## src/rcbd_pkg.sv

```systemverilog
// Shared constants and command/status types of the column run-length bitmap decoder.
package rcbd_pkg;

  localparam int MAX_ROWS    = 128;
  localparam int MAX_COLUMNS = 2048;
  localparam int MAX_CHARS   = MAX_ROWS / 8;
  localparam int ROW_W       = $clog2(MAX_ROWS);
  localparam int GRP_W       = ROW_W - 3;

  localparam logic [1:0] REG_IMAGE_COLUMNS   = 2'd0;
  localparam logic [1:0] REG_HEIGHT_IN_CHARS = 2'd1;
  localparam logic [1:0] REG_BASE_ADDRESS    = 2'd2;

  typedef enum logic [1:0] {
    ST_IDLE = 2'b01,
    ST_RUN  = 2'b10
  } state_t;

  typedef struct packed {
    logic load;  // take the code byte presented on the input channel
    logic step;  // expand one chunk of the run
  } cmd_t;

  typedef struct packed {
    logic starts_run;  // the byte being loaded begins a run
    logic can_step;    // output register free for a new group
    logic last_chunk;  // this chunk ends the run or the image
  } sts_t;

endpackage

```

## src/rcbd_ctrl.sv

```systemverilog
// Controller state machine: sequences byte loads and run expansion.
module rcbd_ctrl import rcbd_pkg::*; (
  input  logic clk,
  input  logic rst_n,
  input  logic in_valid,
  output logic in_ready,
  input  sts_t sts,
  output cmd_t cmd
);

  state_t state_r, state_nxt;

  always_comb begin
    state_nxt = state_r;
    cmd       = '0;
    in_ready  = 1'b0;
    unique case (state_r)
      ST_IDLE: begin
        in_ready = 1'b1;
        if (in_valid) begin
          cmd.load = 1'b1;
          if (sts.starts_run) state_nxt = ST_RUN;
        end
      end
      ST_RUN: begin
        if (sts.can_step) begin
          cmd.step = 1'b1;
          if (sts.last_chunk) state_nxt = ST_IDLE;
        end
      end
      default: state_nxt = ST_IDLE;
    endcase
  end

  always_ff @(posedge clk) begin
    if (!rst_n) state_r <= ST_IDLE;
    else        state_r <= state_nxt;
  end

endmodule

```

## src/rcbd_dp.sv

```systemverilog
// Datapath: configuration, run state, color strip, group assembly and output register.
module rcbd_dp import rcbd_pkg::*; (
  input  logic        clk,
  input  logic        rst_n,
  input  logic        cfg_wr_en,
  input  logic [1:0]  cfg_index,
  input  logic [19:0] cfg_wdata,
  input  logic [7:0]  in_code_byte,
  input  cmd_t        cmd,
  output sts_t        sts,
  output logic        out_valid,
  input  logic        out_ready,
  output logic [20:0] out_group_address,
  output logic [31:0] out_group_pixels,
  output logic [10:0] out_column_index,
  output logic [3:0]  out_char_row,
  output logic        out_image_done,
  output logic        out_last_of_item
);

  logic [11:0] cols_cfg_r;
  logic [4:0]  chars_cfg_r;
  logic [19:0] base_r;

  logic [31:0] strip_r [MAX_CHARS];

  logic [8:0]       run_r, run_nxt;
  logic [3:0]       color_r;
  logic             keep_r;
  logic             await_r;
  logic [ROW_W-1:0] row_r, row_nxt;
  logic [10:0]      col_r, col_nxt;

  logic        out_valid_r;
  logic [20:0] addr_r;
  logic [31:0] pix_r;
  logic [10:0] colidx_r;
  logic [3:0]  crow_r;
  logic        done_r;
  logic        last_r;

  logic [11:0] eff_cols;
  logic [4:0]  eff_chars;
  logic [2:0]  ofs;
  logic [3:0]  space;
  logic [3:0]  chunk;
  logic [3:0]  ofs_end;
  logic [8:0]  run_after;
  logic [ROW_W:0] row_sum;
  logic [GRP_W-1:0] grp;
  logic [31:0] old_word, new_word;
  logic        boundary, col_end, img_done;
  logic [11:0] col_inc;
  logic [12:0] col_chars;
  logic [20:0] grp_addr;
  logic [2:0]  cnt3;
  logic [6:0]  cnt7;
  logic        can_step;

  always_comb begin
    if (cols_cfg_r == 12'd0 || cols_cfg_r > 12'(MAX_COLUMNS)) eff_cols = 12'(MAX_COLUMNS);
    else                                                     eff_cols = cols_cfg_r;
    if (chars_cfg_r == 5'd0)                   eff_chars = 5'd1;
    else if (chars_cfg_r > 5'(MAX_CHARS))      eff_chars = 5'(MAX_CHARS);
    else                                       eff_chars = chars_cfg_r;
  end

  // Byte decode for the load
  assign cnt3 = in_code_byte[6:4];
  assign cnt7 = in_code_byte[6:0];
  assign sts.starts_run = await_r ? 1'b1
                        : (in_code_byte[7] ? (cnt7 != 7'd0) : (cnt3 != 3'd0));

  // Chunk: pixels up to the next group boundary or the end of the run
  assign ofs     = row_r[2:0];
  assign grp     = row_r[ROW_W-1:3];
  assign space   = 4'd8 - {1'b0, ofs};
  assign chunk   = (run_r < {5'd0, space}) ? run_r[3:0] : space;
  assign ofs_end = {1'b0, ofs} + chunk;
  assign run_after = run_r - {5'd0, chunk};
  assign row_sum = {1'b0, row_r} + (ROW_W + 1)'(chunk);
  assign old_word = strip_r[grp];

  always_comb begin
    for (int i = 0; i < 8; i++) begin
      if (!keep_r && (4'(i) >= {1'b0, ofs}) && (4'(i) < ofs_end))
        new_word[4*i +: 4] = color_r;
      else
        new_word[4*i +: 4] = old_word[4*i +: 4];
    end
  end

  assign boundary = (row_sum[2:0] == 3'd0);
  assign col_end  = boundary && (row_sum >= (ROW_W + 1)'({eff_chars, 3'b000}));
  assign col_inc  = {1'b0, col_r} + 12'd1;
  assign img_done = col_end && (col_inc >= eff_cols);

  assign col_chars = col_r[10:3] * eff_chars;
  assign grp_addr  = {1'b0, base_r} + {2'b00, col_chars, 6'd0}
                   + 21'({grp, 6'd0}) + {18'd0, col_r[2:0]};

  always_comb begin
    row_nxt = row_sum[ROW_W-1:0];
    col_nxt = col_r;
    run_nxt = run_after;
    if (col_end) begin
      row_nxt = '0;
      col_nxt = col_inc[10:0];
    end
    if (img_done) begin
      col_nxt = '0;
      run_nxt = '0;
    end
  end

  assign can_step       = !out_valid_r || out_ready;
  assign sts.can_step   = can_step;
  assign sts.last_chunk = (run_after == 9'd0) || img_done;

  always_ff @(posedge clk) begin
    if (!rst_n) begin
      cols_cfg_r  <= 12'd320;
      chars_cfg_r <= 5'd16;
      base_r      <= '0;
    end else if (cfg_wr_en) begin
      unique case (cfg_index)
        REG_IMAGE_COLUMNS:   cols_cfg_r  <= cfg_wdata[11:0];
        REG_HEIGHT_IN_CHARS: chars_cfg_r <= cfg_wdata[4:0];
        REG_BASE_ADDRESS:    base_r      <= cfg_wdata;
        default: ;
      endcase
    end
  end

  always_ff @(posedge clk) begin
    if (!rst_n) begin
      for (int g = 0; g < MAX_CHARS; g++) strip_r[g] <= '0;
      run_r   <= 9'd1;
      color_r <= '0;
      keep_r  <= 1'b0;
      await_r <= 1'b0;
      row_r   <= '0;
      col_r   <= '0;
    end else if (cmd.load) begin
      if (await_r) begin
        await_r <= 1'b0;
        run_r   <= (in_code_byte == 8'd0) ? 9'd256 : {1'b0, in_code_byte};
      end else begin
        keep_r <= in_code_byte[7];
        if (in_code_byte[7]) begin
          run_r   <= {2'b00, cnt7};
          await_r <= (cnt7 == 7'd0);
        end else begin
          run_r   <= {6'd0, cnt3};
          color_r <= in_code_byte[3:0];
          await_r <= (cnt3 == 3'd0);
        end
      end
    end else if (cmd.step) begin
      if (!keep_r) strip_r[grp] <= new_word;
      run_r <= run_nxt;
      row_r <= row_nxt;
      col_r <= col_nxt;
    end
  end

  // Output register: load a finished group, drop it once the transaction completes
  always_ff @(posedge clk) begin
    if (!rst_n)                      out_valid_r <= 1'b0;
    else if (cmd.step && boundary)   out_valid_r <= 1'b1;
    else if (out_ready)              out_valid_r <= 1'b0;
  end

  always_ff @(posedge clk) begin
    if (cmd.step && boundary) begin
      addr_r   <= grp_addr;
      pix_r    <= new_word;
      colidx_r <= col_r;
      crow_r   <= 4'(grp);
      done_r   <= img_done;
      last_r   <= img_done || (run_after < 9'd8);
    end
  end

  assign out_valid         = out_valid_r;
  assign out_group_address = addr_r;
  assign out_group_pixels  = pix_r;
  assign out_column_index  = colidx_r;
  assign out_char_row      = crow_r;
  assign out_image_done    = done_r;
  assign out_last_of_item  = last_r;

endmodule

```

## src/rle_column_bitmap_decoder_core.sv

```systemverilog
// Each byte is taken by a load; its run then expands one chunk per cycle while the
// output register can take a group, a chunk reaching at most the next group of eight
// rows. A group result is registered and shows in the cycle after its chunk.
// Synchronous active-low reset clears the color strip, run state and position, and
// loads register defaults (320 columns, 16 chars).
module rle_column_bitmap_decoder_core import rcbd_pkg::*; (
  input  logic        clk,
  input  logic        rst_n,
  input  logic        cfg_wr_en,
  input  logic [1:0]  cfg_index,
  input  logic [19:0] cfg_wdata,
  input  logic        in_valid,
  output logic        in_ready,
  input  logic [7:0]  in_code_byte,
  output logic        out_valid,
  input  logic        out_ready,
  output logic [20:0] out_group_address,
  output logic [31:0] out_group_pixels,
  output logic [10:0] out_column_index,
  output logic [3:0]  out_char_row,
  output logic        out_image_done,
  output logic        out_last_of_item
);

  cmd_t cmd;
  sts_t sts;

  rcbd_ctrl u_ctrl (
    .clk      (clk),
    .rst_n    (rst_n),
    .in_valid (in_valid),
    .in_ready (in_ready),
    .sts      (sts),
    .cmd      (cmd)
  );

  rcbd_dp u_dp (
    .clk               (clk),
    .rst_n             (rst_n),
    .cfg_wr_en         (cfg_wr_en),
    .cfg_index         (cfg_index),
    .cfg_wdata         (cfg_wdata),
    .in_code_byte      (in_code_byte),
    .cmd               (cmd),
    .sts               (sts),
    .out_valid         (out_valid),
    .out_ready         (out_ready),
    .out_group_address (out_group_address),
    .out_group_pixels  (out_group_pixels),
    .out_column_index  (out_column_index),
    .out_char_row      (out_char_row),
    .out_image_done    (out_image_done),
    .out_last_of_item  (out_last_of_item)
  );

  // The final group of an image always closes its byte
  a_done_is_last: assert property (@(posedge clk) disable iff (!rst_n)
    out_valid && out_image_done |-> out_last_of_item)
    else $error("image_done without last_of_item");

  // More groups of the same byte are pending, so no new byte may be taken
  a_no_accept_mid_item: assert property (@(posedge clk) disable iff (!rst_n)
    out_valid && !out_last_of_item |-> !in_ready)
    else $error("input ready while a byte still has groups to emit");

  // Loading a byte and stepping a run never happen together
  a_load_step_excl: assert property (@(posedge clk) disable iff (!rst_n)
    !(cmd.load && cmd.step))
    else $error("load and step in the same cycle");

endmodule
```

## config.mk

```make
export PLATFORM = sky130hd
export DESIGN_NAME = rle_column_bitmap_decoder_core
export DESIGN_NICKNAME = d
export VERILOG_FILES = /design/src/rcbd_pkg.sv /design/src/rcbd_ctrl.sv /design/src/rcbd_dp.sv /design/src/rle_column_bitmap_decoder_core.sv
export SDC_FILE = /design/constraint.sdc
export NUM_CORES = 1
export LEC_CHECK = 0
export BUFFER_PORTS_ARGS = -buffer_cell sky130_fd_sc_hd__buf_2
export CAP_MARGIN = 20
export CORE_UTILIZATION = 60
export CTS_BUF_LIST = sky130_fd_sc_hd__clkbuf_2
export CTS_CLUSTER_DIAMETER = 60
export DETAILED_ROUTE_END_ITERATION = 16
export HOLD_SLACK_MARGIN = 0.05
export PLACE_DENSITY_LB_ADDON = 0.2
export SYNTH_ARGS = -nofsm -noshare
export SYNTH_HDL_FRONTEND = slang
export SYNTH_HIERARCHICAL = 1
export SYNTH_SLANG_ARGS = --single-unit
```

## constraint.sdc

```tcl
create_clock -name clk -period 16.5 [get_ports clk]
set_input_delay 0.825 -clock clk [delete_from_list [all_inputs] [get_ports clk]]
set_output_delay 0.825 -clock clk [all_outputs]
set_load 0.01 [all_outputs]
```

==> results.tsv <==
metric	value	unit
synth_compound_area_share	4.23	%
hold_viol_final	0	
root_buffer	clkbuf_2	
gp_congestion	0.896	
arrival	7.98	ns
antenna_found_initial	1	
numCtsBuffers	164	
yosys.cell_types.count	67	
post-dp-hpwl	44000	um
critPathLaunchType	flop	
worst_setup_path_end_kind	flop	
fin_crit_sh	40.4	%
drcViolationCount	0	
netlist_area	30900	sq um
max_freq	0.150	GHz
wirelength	81300	um
hold_depth	4	
relSlewSlack	26.7	%
synth_xor_area_share	1.33	%
ys_ff_latch	659	
antenna_left	0	
track_usage	31.8	%
grt_max_degree	90	
portBuffers	106	
syn_nets	2487	
drive_gt1_share	24.0	%
cts_tree	built	
grt_overflow	0	
rsz0062_at_grt	false	
rr_worst_depth	25	
whs_endpoint	u_dp/base_r[5]$_SDFFE_PN0P_	
wl_per_cell	24.2	um
crit_type	reg -> reg	
synthAdderAreaFrac	4.93	%
synthSimpleGateAreaFrac	11.6	%
crit-reg2reg-launch	u_dp/row_r[1]$_SDFFE_PN0P_	
num_vias	20636	
synth_area_per_cell	13.2	sq um
postLayoutCoreUtil	67.6	%
grt_pass1_wl	122000	um
worst_pin_slew	1.10	ns
synthCells	2345	
maxCapViolCount	0	
ioPinCount	107	
coreArea	50500	sq um
hp-class	in -> reg	
post_cts_buffers	0	
dr.pass1.iters	6	
insertion_delay	1.37	ns
report.final.slew_viol_count	0	
cp_max_fo	7	
worstPathRequired	17.81	ns
min_from	cfg_wdata[5]	
total_leakage_power	12.9	nW
holdWs	0.269	ns
die_h	229	um
r2r_setup_slack	9.83	ns
min_period	6.67	ns
ctsLongestPathBuffers	3	
synth_edf_count	582	
dieArea	52500	sq um
start_util	61.3	%
synth_seq_area_share	61.5	%
cts_max_level	4	
grt_pass1_vias	20722	
syn_to_final_growth	10.3	%
dieWidth	229	um
fin_cells	3364	
power.density	96.4	nW/um^2
finalSetupViolCount	0	
ys_async_sr_fraction	0	%
nFillCells	3708	
status	completed	
cts_sinks	659	
ys_warn_count	6	
synth_top_family_by_area	multiplexers	
post-place-cells	3018	
setup_tns	0	ns
synthFlopType	edfxtp_1	
viasPerCell	6.13	
rows	82	
ir_drop	0.0593	mV
clk_pin_slew	0.11	ns
drt_iter0_drc	2095	
finClkSkew	0.0757	ns
r2r-end	u_ctrl/state_r[0]$_SDFFE_PN1P_	
synth.area.mux_share	13.0	%
nNetsFinal	2702	
[cell type report]
cell class / count / area (sq um) / area share [%]
sequential: 659 / 19000 / 55.8
multi-input combinational: 1430 / 10900 / 32.0
timing repair buffer: 205 / 1450 / 4.24
clock buffer: 254 / 1270 / 3.73
tap: 672 / 841 / 2.46
inverter: 100 / 377 / 1.10
clock inverter: 40 / 219 / 0.642
antenna: 4 / 10.0 / 0.0293
[critical path, cell delays in order, from the launching register on]
cell           delay (ns)
dfxtp_1              0.54
inv_1                0.18
ha_1                 0.24
ha_1                 0.30
inv_1                0.04
ha_1                 0.26
nand2_1              0.07
o211ai_4             0.30
mux2_2               0.40
ha_1                 0.28
a21o_1               0.17
a21oi_1              0.37
nor2b_1              0.09
o21ai_0              0.44
xnor2_1              0.13
ha_1                 0.28
o21ai_0              0.06
o21ai_0              0.34
nand2_1              0.22
o21bai_1             0.32
o21ai_0              0.15
nand2_1              0.08
a32o_2               0.23
dlygate4sd3_1        0.57
nand2_1              0.07
dlygate4sd3_1        0.55
[cells in the final DEF (no fill, tap or decap), types with 20 or more instances in the layout]
master / instances
mux4_2: 144
mux2i_1: 37
dlygate4sd3_1: 46
edfxtp_1: 582
buf_2: 106
ha_1: 82
nor2b_1: 21
dfxtp_1: 73
a21oi_1: 77
inv_1: 95
nor2_1: 574
o21ai_0: 31
and2_1: 23
fa_1: 25
nand2_1: 134
clkinv_1: 28
buf_4: 49
clkbuf_2: 254
nand2b_1: 22
mux2i_2: 20
xnor2_1: 31
[metrics by stage]
step	instance area, sq um	setup WS (ns)	total power, mW
2_1_floorplan	30900	11.24	2.12
3_3_place_gp	32100	10.84	2.21
3_5_place_dp	32100	10.64	2.22
4_1_cts	34100	9.94	3.31
5_1_grt	34100	9.40	3.42
6_report	34100	9.83	3.29
[power by group]
group          internal (mW)  switching, mW
logic                  0.106          0.204
clock network          0.438          0.654
registers               1.86         0.0246
total                   2.41          0.882
[how the worst max path moves through the flow]
stage / from / to / cells past startpoint / slack [ns]
after floorplan: u_dp/row_r[1]$_SDFFE_PN0P_ / u_dp/col_r[8]$_SDFFE_PN0P_ / 22 / 11.24
after global placement: u_dp/row_r[1]$_SDFFE_PN0P_ / u_dp/col_r[2]$_SDFFE_PN0P_ / 21 / 10.84
after detailed placement: u_dp/row_r[1]$_SDFFE_PN0P_ / u_dp/col_r[8]$_SDFFE_PN0P_ / 21 / 10.64
after CTS: u_dp/row_r[1]$_SDFFE_PN0P_ / u_ctrl/state_r[0]$_SDFFE_PN1P_ / 25 / 9.94
after global routing: u_dp/row_r[1]$_SDFFE_PN0P_ / u_ctrl/state_r[0]$_SDFFE_PN1P_ / 25 / 9.40
final: u_dp/row_r[1]$_SDFFE_PN0P_ / u_ctrl/state_r[0]$_SDFFE_PN1P_ / 25 / 9.83
[metal layers]
metal | global-route usage (%) | share of wire [%] | up-vias
li1 | - | - | 8959
met1 | 43.3 | 38 | 10180
met2 | 49.9 | 47 | 1291
met3 | 7.32 | 11 | 206
met4 | 13.0 | 3.2 | 0
met5 | 0 | 0 | -
[state kept, by name (all words and copies together) (netlist names), 5 cells and up, named ones only]
register and flops:
u_dp/strip_r 512, u_dp/col_r 11, u_dp/chars_cfg_r 5, u_dp/out_column_index 11, u_dp/out_group_pixels 32, u_dp/cols_cfg_r 12
u_dp/base_r 20, u_dp/out_group_address 21, u_dp/row_r 7, u_dp/run_r 9
[Yosys cell counts, types with 3 or more instances]
master	number	area share (%)
nand2_1	152	1.8
buf_2	40	0.65
nand3b_1	3	0.073
nand4_1	5	0.10
mux2i_1	37	1.2
inv_2	3	0.036
clkbuf_1	98	1.2
nor2b_1	21	0.42
fa_1	25	1.6
o211ai_1	7	0.17
edfxtp_1	582	56
a211oi_1	13	0.32
mux4_2	144	10
mux2i_2	20	0.89
a21oi_1	77	1.2
o22ai_1	4	0.081
buf_6	3	0.11
mux2_2	10	0.36
nand2b_1	22	0.44
a22oi_1	4	0.097
and3_1	10	0.20
o21ai_0	31	0.50
o21bai_1	4	0.097
nor3b_1	3	0.073
xor2_1	16	0.45
and2_1	23	0.47
o21a_1	11	0.27
nor2_1	574	7.0
inv_1	97	1.2
nor4_1	6	0.12
buf_4	9	0.22
xnor2_1	31	0.88
nor3_1	14	0.23
nand3_1	21	0.34
or4_1	5	0.12
a21o_1	12	0.29
ha_1	82	3.3
dfxtp_1	77	5.0
a31oi_1	8	0.16
buf_1	6	0.073
[logic make-up after synthesis]
group,count (synthesis)
adders and majority gates,107
muxes,212
and+or+nand+nor,865
xor gates and xnor gates,47
DFF,659
buffers and inverters,256
AOI/OAI and AO/OA,199
[what timing repair did]
action	4_1_cts	5_1_grt
endpoints found under the hold margin	55	0
resized for setup	0	0
hold buffers	46	0
(Power assumes the default switching activity.)
